## config.mk

```make
export PLATFORM = sky130hd
export DESIGN_NAME = dns_answer_record_parser_core
export DESIGN_NICKNAME = d
export VERILOG_FILES = /design/src/dnsarp_pkg.sv /design/src/dns_answer_record_parser_core.sv /design/src/dnsarp_step.sv
export SDC_FILE = /design/constraint.sdc
export NUM_CORES = 1
export LEC_CHECK = 0
export BUFFER_PORTS_ARGS = -buffer_cell sky130_fd_sc_hd__buf_2
export CAP_MARGIN = 0
export CORE_MARGIN = 4
export CORE_UTILIZATION = 23
export DETAILED_ROUTE_END_ITERATION = 6
export HOLD_SLACK_MARGIN = 0.1
export PLACE_DENSITY = 0.45
export SLEW_MARGIN = 40
export SYNTH_ARGS = -nofsm -noshare
export SYNTH_HDL_FRONTEND = slang
export SYNTH_SLANG_ARGS = --single-unit
```

## constraint.sdc

```tcl
create_clock -name clk -period 23.4 [get_ports clk]
set_clock_uncertainty 0.2 [all_clocks]
set_input_delay 4.68 -clock clk [delete_from_list [all_inputs] [get_ports clk]]
set_output_delay 4.68 -clock clk [all_outputs]
set_load 0.02 [all_outputs]
```

## src/dnsarp_pkg.sv

```systemverilog
// Shared types, phase codes and helpers for the DNS answer record parser.
`timescale 1ns / 1ps
package dnsarp_pkg;

  // Parse phase codes
  localparam logic [3:0] PH_HDR   = 4'd0;
  localparam logic [3:0] PH_QNAME = 4'd1;
  localparam logic [3:0] PH_QLAB  = 4'd2;
  localparam logic [3:0] PH_QPTR  = 4'd3;
  localparam logic [3:0] PH_QFIX  = 4'd4;
  localparam logic [3:0] PH_ANAME = 4'd5;
  localparam logic [3:0] PH_ALAB  = 4'd6;
  localparam logic [3:0] PH_APTR  = 4'd7;
  localparam logic [3:0] PH_AFIX  = 4'd8;
  localparam logic [3:0] PH_RDATA = 4'd9;
  localparam logic [3:0] PH_TAIL  = 4'd10;
  localparam logic [3:0] PH_SKIP  = 4'd11;

  // Result status codes
  localparam logic [1:0] ST_RECORD = 2'd0;
  localparam logic [1:0] ST_DONE   = 2'd1;
  localparam logic [1:0] ST_TRUNC  = 2'd2;
  localparam logic [1:0] ST_SHORT  = 2'd3;

  localparam logic [7:0]  NAME_PTR_MASK      = 8'hc0;
  localparam logic [15:0] HDR_BYTES          = 16'd12;
  localparam logic [15:0] QFIX_BYTES         = 16'd4;
  localparam logic [15:0] FIXED_ANSWER_BYTES = 16'(2 + 2 + 4 + 2);
  localparam logic [15:0] AAAA_BYTES         = 16'd16;

  localparam logic [15:0] TYPE_A    = 16'd1;
  localparam logic [15:0] TYPE_AAAA = 16'd28;
  localparam logic [15:0] TYPE_SRV  = 16'd33;

  typedef struct packed {
    logic [7:0] byte_value;
    logic       message_last;
  } in_beat_t;

  typedef struct packed {
    logic [15:0] record_type;
    logic [15:0] record_class;
    logic [31:0] time_to_live;
    logic [15:0] rdata_length;
    logic [15:0] srv_priority;
    logic [15:0] srv_weight;
    logic [15:0] srv_port;
    logic [31:0] ipv4_address;
    logic [63:0] ipv6_upper;
    logic [63:0] ipv6_lower;
    logic [1:0]  result_status;
    logic        message_end;
  } out_beat_t;

  typedef struct packed {
    logic [3:0]  phase;
    logic [15:0] field_cnt;
    logic [15:0] questions_left;
    logic [15:0] answers_left;
    logic [7:0]  label_left;
    logic [15:0] type_acc;
    logic [15:0] class_acc;
    logic [31:0] ttl_acc;
    logic [15:0] rdlen_acc;
    logic [63:0] cap_hi;
    logic [63:0] cap_lo;
  } parse_state_t;

  localparam parse_state_t PARSE_RESET = '0;

  // Bytes of rdata captured for a record type
  function automatic logic [15:0] need_bytes(input logic [15:0] t);
    logic [15:0] n;
    n = 16'd0;
    if (t == TYPE_SRV) n = 16'd6;
    else if (t == TYPE_A) n = 16'd4;
    else if (t == TYPE_AAAA) n = AAAA_BYTES;
    return n;
  endfunction

endpackage

```

## src/dns_answer_record_parser_core.sv

```systemverilog
// Top level: parse state register, result register and beat handshake.
// A result appears on out_ in the cycle after the byte that causes it is taken.
// Throughput: one byte per cycle; the input stalls only while a held result is stalled.
// Each byte is handled in one pass of the step logic between the state register
// and the result register.
// Reset (rst_n low, synchronous) returns to the header phase with no result held.
`timescale 1ns / 1ps
module dns_answer_record_parser_core
  import dnsarp_pkg::*;
(
  input  logic      clk,
  input  logic      rst_n,
  input  logic      in_valid,
  output logic      in_stall,
  input  in_beat_t  in_data,
  output logic      out_valid,
  input  logic      out_stall,
  output out_beat_t out_data
);

  parse_state_t st_r, st_nxt;
  out_beat_t    res_r, res_nxt;
  logic         res_valid_r;
  logic         step_valid;
  logic         in_take;
  logic         out_take;

  dnsarp_step u_step (
    .st        (st_r),
    .beat      (in_data),
    .st_nxt    (st_nxt),
    .res_valid (step_valid),
    .res       (res_nxt)
  );

  // hold input while a result waits
  assign in_stall  = res_valid_r && out_stall;
  assign in_take   = in_valid && !in_stall;
  assign out_take  = res_valid_r && !out_stall;
  assign out_valid = res_valid_r;
  assign out_data  = res_r;

  // advance parse state
  always_ff @(posedge clk) begin
    if (!rst_n) begin
      st_r <= PARSE_RESET;
    end else if (in_take) begin
      st_r <= st_nxt;
    end
  end

  // load or drain the result register
  always_ff @(posedge clk) begin
    if (!rst_n) begin
      res_valid_r <= 1'b0;
    end else if (in_take) begin
      res_valid_r <= step_valid;
    end else if (out_take) begin
      res_valid_r <= 1'b0;
    end
  end

  always_ff @(posedge clk) begin
    if (in_take && step_valid) res_r <= res_nxt;
  end

  a_stall_needs_result: assert property (@(posedge clk) disable iff (!rst_n)
    in_stall |-> res_valid_r)
    else $error("input stalled with no result held");

  a_end_on_error: assert property (@(posedge clk) disable iff (!rst_n)
    (res_valid_r && res_r.result_status != ST_RECORD) |-> res_r.message_end)
    else $error("non-record result without message end");

  a_phase_range: assert property (@(posedge clk) disable iff (!rst_n)
    st_r.phase <= PH_SKIP)
    else $error("parse phase out of range");

  a_last_resets: assert property (@(posedge clk) disable iff (!rst_n)
    (in_take && in_data.message_last) |=> (st_r.phase == PH_HDR && st_r.field_cnt == 16'd0))
    else $error("state not cleared after message end");

endmodule

```

## src/dnsarp_step.sv

```systemverilog
// Next-state and result logic for one byte of the reply.
`timescale 1ns / 1ps
module dnsarp_step
  import dnsarp_pkg::*;
(
  input  parse_state_t st,
  input  in_beat_t     beat,
  output parse_state_t st_nxt,
  output logic         res_valid,
  output out_beat_t    res
);

  logic [7:0]  b;
  logic        last;
  logic [15:0] cnt_inc;
  logic [3:0]  base;
  logic [7:0]  lbl_dec;
  logic        name_done;
  logic        rec;
  logic        short_rd;
  logic [15:0] q_dec;
  logic [15:0] a_dec;
  logic        clean;
  parse_state_t n;

  assign b       = beat.byte_value;
  assign last    = beat.message_last;
  assign cnt_inc = st.field_cnt + 16'd1;
  assign lbl_dec = st.label_left - 8'd1;
  assign base    = (st.phase <= PH_QPTR) ? PH_QNAME : PH_ANAME;

  always_comb begin
    n         = st;
    rec       = 1'b0;
    short_rd  = 1'b0;
    name_done = 1'b0;
    q_dec     = st.questions_left - 16'd1;
    a_dec     = 16'd0;
    clean     = 1'b0;
    res       = '0;
    res_valid = 1'b0;

    if (st.phase == PH_SKIP) begin
      // drop bytes until the message ends
      if (last) n = PARSE_RESET;
    end else begin
      case (st.phase)
        PH_HDR: begin
          if (st.field_cnt == 16'd4 || st.field_cnt == 16'd5)
            n.questions_left = {st.questions_left[7:0], b};
          else if (st.field_cnt == 16'd6 || st.field_cnt == 16'd7)
            n.answers_left = {st.answers_left[7:0], b};
          n.field_cnt = cnt_inc;
          if (cnt_inc == HDR_BYTES) begin
            n.field_cnt = 16'd0;
            if (n.questions_left != 16'd0) n.phase = PH_QNAME;
            else n.phase = (n.answers_left != 16'd0) ? PH_ANAME : PH_TAIL;
          end
        end
        PH_QNAME, PH_ANAME: begin
          n.field_cnt = 16'd1;
          if (b == 8'd0) begin
            name_done = 1'b1;
          end else if ((b & NAME_PTR_MASK) == NAME_PTR_MASK) begin
            n.phase = base + 4'd2;
          end else begin
            n.label_left = b;
            n.phase      = base + 4'd1;
          end
        end
        PH_QLAB, PH_ALAB: begin
          n.label_left = lbl_dec;
          if (lbl_dec == 8'd0) n.phase = base;
        end
        PH_QPTR, PH_APTR: begin
          name_done = 1'b1;
        end
        PH_QFIX: begin
          n.field_cnt = cnt_inc;
          if (cnt_inc == QFIX_BYTES) begin
            n.questions_left = q_dec;
            n.field_cnt      = 16'd0;
            if (q_dec != 16'd0) n.phase = PH_QNAME;
            else n.phase = (st.answers_left != 16'd0) ? PH_ANAME : PH_TAIL;
          end
        end
        PH_AFIX: begin
          if (st.field_cnt < 16'd2) n.type_acc = {st.type_acc[7:0], b};
          else if (st.field_cnt < 16'd4) n.class_acc = {st.class_acc[7:0], b};
          else if (st.field_cnt < 16'd8) n.ttl_acc = {st.ttl_acc[23:0], b};
          else n.rdlen_acc = {st.rdlen_acc[7:0], b};
          n.field_cnt = cnt_inc;
          if (cnt_inc == FIXED_ANSWER_BYTES) begin
            n.field_cnt = 16'd0;
            n.cap_hi    = 64'd0;
            n.cap_lo    = 64'd0;
            if (n.rdlen_acc < need_bytes(n.type_acc)) short_rd = 1'b1;
            else if (n.rdlen_acc == 16'd0) rec = 1'b1;
            else n.phase = PH_RDATA;
          end
        end
        PH_RDATA: begin
          if (st.field_cnt < need_bytes(st.type_acc)) begin
            if (st.field_cnt < 16'd8) n.cap_hi = {st.cap_hi[55:0], b};
            else n.cap_lo = {st.cap_lo[55:0], b};
          end
          n.field_cnt = cnt_inc;
          if (cnt_inc == st.rdlen_acc) rec = 1'b1;
        end
        default: begin
          // ignore bytes past the last answer
        end
      endcase

      // close a finished name
      if (name_done) begin
        n.phase     = (base == PH_QNAME) ? PH_QFIX : PH_AFIX;
        n.field_cnt = 16'd0;
      end

      if (short_rd) begin
        res_valid         = 1'b1;
        res.result_status = ST_SHORT;
        res.message_end   = 1'b1;
        if (last) n = PARSE_RESET;
        else n.phase = PH_SKIP;
      end else if (rec) begin
        res_valid         = 1'b1;
        res.result_status = ST_RECORD;
        res.message_end   = last;
        res.record_type   = n.type_acc;
        res.record_class  = n.class_acc;
        res.time_to_live  = n.ttl_acc;
        res.rdata_length  = n.rdlen_acc;
        if (n.type_acc == TYPE_SRV) begin
          res.srv_priority = n.cap_hi[47:32];
          res.srv_weight   = n.cap_hi[31:16];
          res.srv_port     = n.cap_hi[15:0];
        end else if (n.type_acc == TYPE_A) begin
          res.ipv4_address = n.cap_hi[31:0];
        end else if (n.type_acc == TYPE_AAAA) begin
          res.ipv6_upper = n.cap_hi;
          res.ipv6_lower = n.cap_lo;
        end
        a_dec          = n.answers_left - 16'd1;
        n.answers_left = a_dec;
        n.field_cnt    = 16'd0;
        n.phase        = (a_dec != 16'd0) ? PH_ANAME : PH_TAIL;
        if (last) n = PARSE_RESET;
      end else if (last) begin
        clean = (n.phase == PH_TAIL) ||
                (n.phase == PH_ANAME && n.field_cnt == 16'd0);
        res_valid         = 1'b1;
        res.result_status = clean ? ST_DONE : ST_TRUNC;
        res.message_end   = 1'b1;
        n                 = PARSE_RESET;
      end
    end
    st_nxt = n;
  end

endmodule
```

==> key figures, run 1 <==
Setup path
  • WP data arrival: 5180 ps
  • Crit Path Max Fanout: 4
  • Worst EP required: between 15000 and 20000 ps
  • Startpoint type of the worst setup path: primary input
  • CP Class: primary input to output port
  • Setup crit end kind: output port

Synthesis
  • Area leader, netlist: edfxtp_1
  • Ys flop type: edfxtp_1
  • EDFF count, synth: roughly 290
  • Synthesized net count: ~2700
  • Post-synthesis sequential area ratio: between 50% and 60%
  • Synth Warn #: 0
  • Cell count after synthesis: around 2600
  • Netlist Area Pre-Place: roughly 0.025 sq mm
  • Synth unique cells: 80
  • Synth top area share: 34.41%
  • Most instantiated library cell after synthesis: nor2_1
  • Async S/R FF share, synth: 0%
  • Number of synthesized register bits: 560
  • Commonest cells post-synth: nor2_1, a22oi_1, edfxtp_1
  • Avg Cell Area, Syn: approximately 9.7 sq um
  • Ranking of synthesized cells by area: edfxtp_1, dfxtp_1, a22oi_1

CTS
  • Hold_buf cts: 0
  • Clock Sinks: 560
  • Clock Tree Root: clkbuf_16
  • Post-CTS Setup Repair Bufs: 0
  • Max clock buf depth: 3
  • TritonCTS buffer count: just under 70
  • CTS tree: done
  • Clk Latency, worst-skew pair: roughly 630 ps
  • # resized after CTS: 0
  • H-Tree Level Count: 3
  • Clk slew on worst S/H paths: 50 ps

Routing
  • Starting DRT DRC Count: 1846
  • Residual DRC count: 0
  • WL per Instance: about 20 um
  • Remaining antenna violation count after routing: 0
  • Via Count: around 21000
  • Post-DR vias/cell: between 4 and 5
  • Post-Route WL: 87970 um
  • Drt first pass iters: 6

Timing
  • Setup TNS: 0 ps
  • Achievable Freq: between 90 and 100 MHz
  • Fin crit period: between 10000 and 15000 ps
  • Fin. Hold Viols: 0
  • Final worst setup slack: 13340 ps
  • Final setup fails: 0
  • RSZ-0062 raised after global routing: false
  • Final Cycle Share: 43.00%
  • Worst-margin pin slew: ~860 ps
  • Slew Viols, Final: 0
  • Slew headroom: a little over two fifths

Floorplanning
  • Initial Util: a little under a quarter
  • Die width: 340.3 um
  • Die H: roughly 340 um
  • Core area: about 0.11 sq mm
  • DIE AREA: approximately 0.12 sq mm
  • Site row count: 121
  • Boundary pin count: 306

Placed design
  • Port Buffers: 305
  • Dpl ws: ~13000 ps
  • Gpl congestion: 0.8636
  • Final HPWL DP: approximately 56000 um

GRT
  • Vias in the first global route: 20030
  • Global-route wire length before repair: 131400 um
  • Overflow after GRT: 0
  • Overall Global Routing Usage: ~15%
  • Initial antenna violation count: 4
  • Pin count of the biggest net entering global routing: slightly above 100

Final layout
  • Diodes inserted: 0
  • Reg area: about 0.014 sq mm
  • FILL cells: roughly 12000
  • Layout cell share with drive strength beyond 1: 17.99%
  • Synth-to-layout area growth: 20.63%
  • Nets: between 2000 and 3000
  • Multi-input gate area: ~0.010 sq mm

Pwr
  • Pwr/cell area: 71.73 mW/mm^2
  • Max VDD drop: around 40 uV
  • Lkg Pwr: between 10 and 15 nW

Status
  • Status: complete, no violations

Job
  • Maxcap violations: 0

Min path
  • Worst hold path type: flop to flop
through the flow:
stage | instances | hold slack [ps] | util (%) | area, sq um | power [W]
floorplan | 2629 | 242.6 | - | 25390 | 0.001135
global placement | 4232 | 279.6 | 25.84 | 28240 | 0.001161
detailed placement | 4235 | 289.1 | 25.96 | 28370 | 0.001161
CTS | 4361 | 299.2 | 28.00 | 30600 | 0.002236
global route | 4361 | 319.0 | 28.02 | 30630 | 0.002279
finish | 4361 | 296.7 | 28.02 | 30630 | 0.002197
layout make-up:
cell class	instances	share of cell area, %
clock inverter	27	0.8373
multi-input combinational	1825	34.05
timing repair buffer	350	6.213
tap	1476	6.029
clock buffer	99	6.441
inverter	24	0.3186
sequential	560	46.11
sequential cells by signal, summed over array words and instances (netlist names):
name / cells
out_data: 291
st_r: 268
out_valid: 1
cell families (layout without fill, tap and decap cells):
group	after synthesis	in the layout	share of synthesized area (%)
buffers and inverters	244	500	4.144
DFF	560	560	55.62
AOI/OAI and AO/OA	675	675	18.16
adders and majority gates	16	16	0.7884
xor gates and xnor gates	56	56	2.094
and+or+nand+nor	1044	1044	17.80
muxes	34	34	1.394
path summary, 6_finish.rpt:
check / from / cells after the start / slack [ps] / endpoint
worst max-delay path: out_stall / 4 / 13340 / in_stall
worst min-delay path: st_r[225] / 2 / 300 / st_r[225]
worst max register to register: st_r[248] / 11 / 16790 / out_data[255]
worst min register to register: st_r[225] / 2 / 300 / st_r[225]
worst max-delay path: stages:
cell and delay (ps):
buf_2 100, nand2_1 170, inv_1 80, buf_2 160
per-layer routing:
layer  vias to the layer above  wire length [um]  global-route usage (%)
met5                         -                13                       0
met4                         2              2229                   4.187
met3                       144              5036                   2.953
met2                       704             39330                   22.14
met1                     10374             41360                   20.74
li1                       9991                 -                       -
cell usage in the layout, fill, tap and decap left out, types with 8 or more instances in the layout:
| cell | n |
|---|---|
| buf_2 | 305 |
| nand2_1 | 234 |
| o21ai_0 | 55 |
| edfxtp_1 | 291 |
| clkbuf_1 | 20 |
| buf_4 | 40 |
| nor2_1 | 560 |
| clkbuf_16 | 72 |
| o211ai_1 | 8 |
| nor4_1 | 18 |
| and3_1 | 10 |
| nand3_1 | 45 |
| nand4_1 | 28 |
| dfxtp_1 | 269 |
| or3_1 | 14 |
| mux2i_1 | 23 |
| or4_1 | 9 |
| clkinv_2 | 9 |
| o31ai_1 | 11 |
| xor2_1 | 19 |
| ha_1 | 16 |
| xnor2_1 | 34 |
| inv_1 | 23 |
| nor3_1 | 51 |
| a31oi_1 | 12 |
| clkbuf_8 | 8 |
| mux2_2 | 11 |
| a21oi_1 | 145 |
| a22oi_1 | 362 |
report_power, final:
part           internal (W)  switching [W]
Clock              0.000623       0.000435
Combinational     0.0000181      0.0000736
Sequential          0.00104     0.00000567
Total               0.00168       0.000514
Note: power is estimated with default switching activity, not from simulation.
==> run 2, diff against run 1 <==
--- a/config.mk
+++ b/config.mk
@@ -11,7 +11,7 @@
 export CORE_UTILIZATION = 23
 export DETAILED_ROUTE_END_ITERATION = 6
 export HOLD_SLACK_MARGIN = 0.1
-export PLACE_DENSITY = 0.45
+export PLACE_DENSITY = 0.43
 export SLEW_MARGIN = 40
 export SYNTH_ARGS = -nofsm -noshare
 export SYNTH_HDL_FRONTEND = slang
==> constraint.sdc (replaced) <==
create_clock -name clk -period 9.9 [get_ports clk]
set_clock_uncertainty 0.2 [all_clocks]
set_input_delay 1.98 -clock clk [delete_from_list [all_inputs] [get_ports clk]]
set_output_delay 1.98 -clock clk [all_outputs]
set_load 0.02 [all_outputs]
==> run 2 against run 1 <==
  * Cell count hardly changed
  * First-iteration DRC count is 2.8% higher
  * Via count is 0.29% lower
  * Global-route usage is 0.10 points higher
  * Combinational power is 140% higher
  * Sequential share of layout area is 0.25 points lower
  * Setup slack worse by 10000 ps
  * Sequential cell count stayed put
  * Die area stayed put
  * Largest cell class unchanged
  * Largest power group unchanged
==> key figures, run 2 (synthesized netlist as in run 1, its figures left out) <==
Pwr
  • Lkg Pwr: 10.57 nW (was 10.47 nW)
  • Clock Power Share: 49.6% (was 48.1%)
  • Register share of total power: 46.3% (was 47.7%)
  • Net Sw Frac: 23.45% (was 23.39%)
  • Pwr/cell area: 173.8 mW/mm^2 (was 71.73 mW/mm^2)
  • Max VDD drop: 98.24 uV (was 39.85 uV)
  • Comb pwr share: 4.1% (was 4.2%)
  • Total Power: 0.005353 W (was 0.002197 W)
  • Net Sw Power: 0.001255 W (was 0.0005139 W)
  • Int Pwr: 0.004098 W (was 0.001683 W)

CTS
  • CTS tree: done (unchanged)
  • Max clock buf depth: 3 (unchanged)
  • Post-CTS Setup Repair Bufs: 0 (unchanged)
  • # resized after CTS: 0 (unchanged)
  • Hold_buf cts: 0 (unchanged)
  • Clock Tree Root: clkbuf_16 (unchanged)
  • Clock Sinks: 560 (unchanged)
  • Clk slew on worst S/H paths: 60 ps (was 50 ps)
  • Clk Latency, worst-skew pair: 640 ps (was 630 ps)
  • H-Tree Level Count: 3 (unchanged)
  • TritonCTS buffer count: 71 (was 69)

Floorplanning
  • Die H: 340.3 um (unchanged)
  • DIE AREA: 0.1158 sq mm (unchanged)
  • Initial Util: 23.23% (unchanged)
  • Core area: 0.1093 sq mm (unchanged)
  • Boundary pin count: 306 (unchanged)
  • Die width: 340.3 um (unchanged)
  • Site row count: 121 (unchanged)

Timing
  • Slew Viols, Final: 0 (unchanged)
  • Fin. Hold Viols: 0 (unchanged)
  • Setup TNS: 0 ps (unchanged)
  • Worst-margin pin slew: 878.3 ps (was 857.8 ps)
  • Final worst setup slack: 3209 ps (was 13340 ps)
  • Slew headroom: 39.77% (was 42.81%)
  • Final Cycle Share: 67.59%
  • Final setup fails: 0 (unchanged)
  • RSZ-0062 raised after global routing: false (unchanged)
  • Achievable Freq: about 150 MHz
  • Fin crit period: ~6700 ps
  • Hold WS: 283.7 ps (was 296.7 ps)

Min path
  • Worst hold path type: flop to flop (unchanged)
  • Cell count of the worst hold path: 2 (unchanged)
  • Hold EP: st_r[231] (was st_r[225])
  • Hold Path Origin: st_r[231] (was st_r[225])

GRT
  • Initial antenna violation count: 6 (was 4)
  • Global-route wire length before repair: 132300 um (was 131400 um)
  • Vias in the first global route: 20315 (was 20030)
  • Pin count of the biggest net entering global routing: 129 (was 102)
  • Overflow after GRT: 0 (unchanged)
  • Overall Global Routing Usage: 14.63% (was 14.52%)

Setup path
  • Crit Path Max Fanout: 128 (was 4)
  • Critical path's top delay family: compound AO/OA/AOI/OAI gates (was buffers and inverters)
  • Setup crit end kind: flop (was output port)
  • WP data arrival: 6830 ps (was 5180 ps)
  • Startpoint type of the worst setup path: primary input (unchanged)
  • CP Class: primary input to flop (was primary input to output port)
  • CP Buf/Inv Count: 3 (unchanged)
  • Worst r2r dst: out_data[126] (was out_data[255])
  • Crit-path max cell delay: 730 ps (was 170 ps)
  • Slowest cell on the critical path: o32a_2 (was nand2_1)
  • Critical path, cell by cell: buf_2 -> nor4b_1 -> nand4_1 -> mux2_2 -> ha_1 -> a2111oi_0 -> o21a_1 -> o32a_2 -> buf_4 -> a21oi_2 -> o2111ai_4 -> buf_12 -> nor2_1 (was buf_2 -> nand2_1 -> inv_1 -> buf_2)
  • Worst Reg-to-Reg Cells: 13 (was 11)
  • Flop2flop setup slack: 3950 ps (was 16790 ps)
  • Worst EP required: 10040 ps (was 18520 ps)
  • R2r startpoint: st_r[256] (was st_r[248])

Placed design
  • Final HPWL DP: 57480 um (was 56480 um)
  • Gpl congestion: 0.8428 (was 0.8636)
  • Port Buffers: 305 (unchanged)
  • Dpl ws: 2674 ps (was 12850 ps)

Final layout
  • Final Core Density: 28.18% (was 28.02%)
  • Max FFs per register: 291 (unchanged)
  • Synth-to-layout area growth: 21.30% (was 20.63%)
  • Nets: 2858 (was 2859)
  • Leading cell type in the layout, fill and taps excluded: nor2_1 (unchanged)
  • Layout cell share with drive strength beyond 1: 18.21% (was 17.99%)
  • Commonest cells after routing, fill and taps aside: nor2_1, a22oi_1, buf_2, edfxtp_1, dfxtp_1 (unchanged)

Routing
  • Drt first pass iters: 5 (was 6)
  • Post-DR vias/cell: 4.846 (was 4.865)
  • Remaining antenna violation count after routing: 0 (unchanged)
  • Via Count: 21153 (was 21215)
  • Post-Route WL: 88540 um (was 87970 um)
  • WL per Instance: 20.28 um (was 20.17 um)
  • Residual DRC count: 0 (unchanged)
  • Starting DRT DRC Count: 1897 (was 1846)

Status
  • Status: complete, no violations (unchanged)

Job
  • Maxcap violations: 0 (unchanged)
-- run 2: tightest hold or removal path, stage by stage (launching register included) --
cell and delay (ps):
dfxtp_1 330, nand2_1 60, a21oi_1 50
-- run 2: layout make-up --
cell class                      instances  area [sq um]
Fill cell                           11613         78510
Sequential cell                       560         14120
Multi-Input combinational cell       1825         10430
Clock buffer                           95          2001
Timing Repair Buffer                  347          1903
Tap cell                             1476          1847
Clock inverter                         37         397.9
Inverter                               24         97.59
Antenna cell                            1         2.502
-- run 2: layer usage --
layer  global-route usage (%)  vias up  routed length, um
met5                        0        -                 42
met4                    4.833        6               2548
met3                    3.025      125               5117
met2                    22.82      619              40310
met1                    20.18    10402              40520
li1                         -    10001                  -
-- run 2: power groups by stage --
stage / Sequential, W / Combinational (W) / Clock [W]
after floorplan: 0.00257 / 0.0000948 / 0
after global placement: 0.00253 / 0.000217 / 0
after detailed placement: 0.00253 / 0.000220 / 0
after CTS: 0.00248 / 0.000220 / 0.00275
after global routing: 0.00248 / 0.000231 / 0.00284
final: 0.00248 / 0.000217 / 0.00266
-- run 2: stage by stage --
stage	std cells	area, sq um
finish	4365	30800
floorplan	2629	25450
CTS	4364	30780
detailed placement	4232	28380
global route	4365	30800
global placement	4230	28280
-- run 2: how the worst max path moves through the flow --
stage	from	end	slack [ps]	cells after the start
2_1_floorplan	in_data[2]	out_data[0]	40	12
3_3_place_gp	in_data[1]	out_data[118]	2700	13
3_5_place_dp	in_data[1]	out_data[187]	2670	13
4_1_cts	in_data[1]	out_data[187]	3310	13
5_1_grt	in_data[1]	out_data[103]	2810	13
6_report	in_data[1]	out_data[126]	3210	13
==> run 3, diff against run 2 <==
==> constraint.sdc (replaced) <==
create_clock -name clk -period 6.8 [get_ports clk]
set_clock_uncertainty 0.2 [all_clocks]
set_input_delay 1.36 -clock clk [delete_from_list [all_inputs] [get_ports clk]]
set_output_delay 1.36 -clock clk [all_outputs]
set_load 0.02 [all_outputs]
==> run 3 against run 2 <==
  * The run now ends with design-rule violations left
  * Clock-buffer cell count is 7 higher
  * Highest routed layer is now met4
  * Global-route usage is 0.14 points higher
  * Cell count is 0.46% higher
==> key figures, run 3 (synthesized netlist as in run 1, its figures left out) <==
Setup path
  • CP Buf/Inv Count: 3 (unchanged)
  • Startpoint type of the worst setup path: primary input (unchanged)
  • CP Class: primary input to flop (unchanged)
  • Crit Path Max Fanout: 107 (was 128)
  • WP data arrival: 5360 ps (was 6830 ps)
  • Setup crit end kind: flop (unchanged)
  • Critical Path Most Common Cell: nor2_1
  • Critical path, cell by cell: buf_2 -> nor4b_1 -> nand4_1 -> mux2_2 -> ha_1 -> a2111oi_0 -> o21ai_0 -> nor2_1 -> nor2_1 -> a21oi_4 -> buf_4 -> buf_12 (was buf_2 -> nor4b_1 -> nand4_1 -> mux2_2 -> ha_1 -> a2111oi_0 -> o21a_1 -> o32a_2 -> buf_4 -> a21oi_2 -> o2111ai_4 -> buf_12 -> nor2_1)
  • Worst EP required: 6850 ps (was 10040 ps)
  • Slowest cell on the critical path: nor2_1 (was o32a_2)
  • Critical path's top delay family: simple AND/OR/NAND/NOR gates (was compound AO/OA/AOI/OAI gates)
  • Crit-path max cell delay: 570 ps (was 730 ps)

Routing
  • Post-Route WL: 88700 um (was 88540 um)
  • Via Count: 21271 (was 21153)
  • WL per Instance: 20.23 um (was 20.28 um)
  • Starting DRT DRC Count: 1818 (was 1897)
  • Post-DR vias/cell: 4.851 (was 4.846)
  • Drt first pass iters: 7 (was 5)
  • Residual DRC count: 4 (was 0)
  • Remaining antenna violation count after routing: 0 (unchanged)

Pwr
  • Pwr/cell area: 246.4 mW/mm^2 (was 173.8 mW/mm^2)
  • Net Sw Frac: 23.38% (was 23.45%)
  • Lkg Pwr: 10.57 nW (about the same)
  • Net Sw Power: 0.001772 W (was 0.001255 W)
  • Comb pwr share: 4.3% (was 4.1%)
  • Clock Power Share: 48.2% (was 49.6%)
  • Max VDD drop: 180.4 uV (was 98.24 uV)
  • Int Pwr: 0.005808 W (was 0.004098 W)
  • Register share of total power: 47.5% (was 46.3%)

Timing
  • Slew headroom: 41.74% (was 39.77%)
  • Worst-margin pin slew: 873.9 ps (was 878.3 ps)
  • Achievable Freq: approximately 190 MHz
  • Slew Viols, Final: 0 (unchanged)
  • Final setup fails: 0 (unchanged)
  • Final worst setup slack: 1492 ps (was 3209 ps)
  • Final Cycle Share: ~80%
  • RSZ-0062 raised after global routing: false (unchanged)
  • Fin crit period: about 5300 ps
  • Fin. Hold Viols: 0 (unchanged)

Final layout
  • Nets: 2879 (was 2858)
  • Leading cell type in the layout, fill and taps excluded: nor2_1 (unchanged)
  • Reg area: 0.01412 sq mm (unchanged)
  • Max FFs per register: 291 (unchanged)
  • FILL cells: 11691 (was 11613)
  • Final Core Density: 28.14% (was 28.18%)
  • Synth-to-layout area growth: 21.12% (was 21.30%)
  • Layout cell share with drive strength beyond 1: 18.23% (was 18.21%)
  • Multi-input gate area: 0.01039 sq mm (was 0.01043 sq mm)
  • Final Non-Filler Cells: 4385 (was 4365)
  • Commonest cells after routing, fill and taps aside: nor2_1, a22oi_1, buf_2, edfxtp_1, dfxtp_1 (unchanged)

GRT
  • Initial antenna violation count: 5 (was 6)
  • Pin count of the biggest net entering global routing: 118 (was 129)
  • Overall Global Routing Usage: 14.77% (was 14.63%)
  • Overflow after GRT: 0 (unchanged)
  • Vias in the first global route: 20359 (was 20315)
  • Global-route wire length before repair: 134000 um (was 132300 um)

Placed design
  • Port Buffers: 305 (unchanged)
  • Placed Cells: 4254 (was 4232)
  • Dpl ws: 918.3 ps (was 2674 ps)
  • Final HPWL DP: 58420 um (was 57480 um)
  • Gpl congestion: 0.8712 (was 0.8428)

CTS
  • H-Tree Level Count: 3 (unchanged)
  • Clk Latency, worst-skew pair: 630 ps (was 640 ps)
  • Clock Tree Root: clkbuf_16 (unchanged)
  • CTS tree: done (unchanged)
  • Max clock buf depth: 3 (unchanged)
  • # resized after CTS: 0 (unchanged)
  • Clock Sinks: 560 (unchanged)
  • Clk slew on worst S/H paths: 50 ps (was 60 ps)
  • Hold_buf cts: 0 (unchanged)
  • Post-CTS Setup Repair Bufs: 0 (unchanged)
  • TritonCTS buffer count: 70 (was 71)

Floorplanning
  • Die H: 340.3 um (unchanged)
  • Core area: 0.1093 sq mm (unchanged)
  • Initial Util: 23.23% (unchanged)
  • Die width: 340.3 um (unchanged)
  • Site row count: 121 (unchanged)
  • Boundary pin count: 306 (unchanged)
  • DIE AREA: 0.1158 sq mm (unchanged)

Min path
  • Worst hold path type: flop to flop (unchanged)

Job
  • Maxcap violations: 0 (unchanged)

Status
  • Status: finished, violations left (was complete, no violations)
  • Failing checks: design-rule violations
run 3: cell count changes in the layout (fill, tap and decap cells not counted), moves of 3 or more:
cell and change:
bufinv_16 -3, buf_4 +22, clkbuf_1 +10, clkinv_2 -7
run 3: worst reg2reg max path, cell delays in order (launching register included):
cell and delay [ps]:
dfxtp_1 390, nor3_1 640, nand4_1 400, mux2_2 390, ha_1 210, a2111oi_0 540
o21ai_0 300, nor2_1 580, nor2_1 180, a21oi_4 220, buf_4 220, buf_12 460
run 3: final cells by class:
class	count	area share (%)
clock buffers	102	6.456
well taps	1476	6.004
diodes	2	0.01627
multi-input cells	1825	33.78
flip-flops and latches	560	45.92
repair buffers	369	6.700
inverters	24	0.3173
clock inverters	27	0.8014
run 3: per-stage QoR:
| stage | total power, W | cell area [sq um] | TNS [ps] | hold WS, ps |
|---|---|---|---|---|
| final | 0.007580 | 30760 | 0 | 295.7 |
| after global routing | 0.007863 | 30750 | 0 | 325.1 |
| after CTS | 0.007714 | 30730 | 0 | 299.6 |
| after detailed placement | 0.004002 | 28500 | 0 | 284.9 |
| after global placement | 0.004004 | 28460 | 0 | 278.3 |
| after floorplan | 0.003873 | 25450 | -713430 | 242.6 |
run 3: worst paths after layout:
path / startpoint / to / slack, ps / depth (start not counted)
worst max-delay path: in_data[4] / out_data[47] / 1490 / 12
worst min-delay path: st_r[175] / st_r[175] / 300 / 2
worst max register to register: st_r[256] / out_data[47] / 1610 / 11
worst min register to register: st_r[175] / st_r[175] / 300 / 2
run 3: routing by layer:
metal	track usage, %	part of all wire (%)	vias to the layer above
met5	0	0	-
met4	3.850	2.1	0
met3	2.679	5.7	118
met2	23.07	45	664
met1	21.00	47	10441
li1	-	-	10048
run 3: power by group through the flow:
stage | Clock (W) | Sequential (W) | Combinational [W]
6_report | 0.00365 | 0.00360 | 0.000323
5_1_grt | 0.00391 | 0.00361 | 0.000345
4_1_cts | 0.00378 | 0.00360 | 0.000327
3_5_place_dp | 0 | 0.00368 | 0.000326
3_3_place_gp | 0 | 0.00368 | 0.000326
2_1_floorplan | 0 | 0.00374 | 0.000138
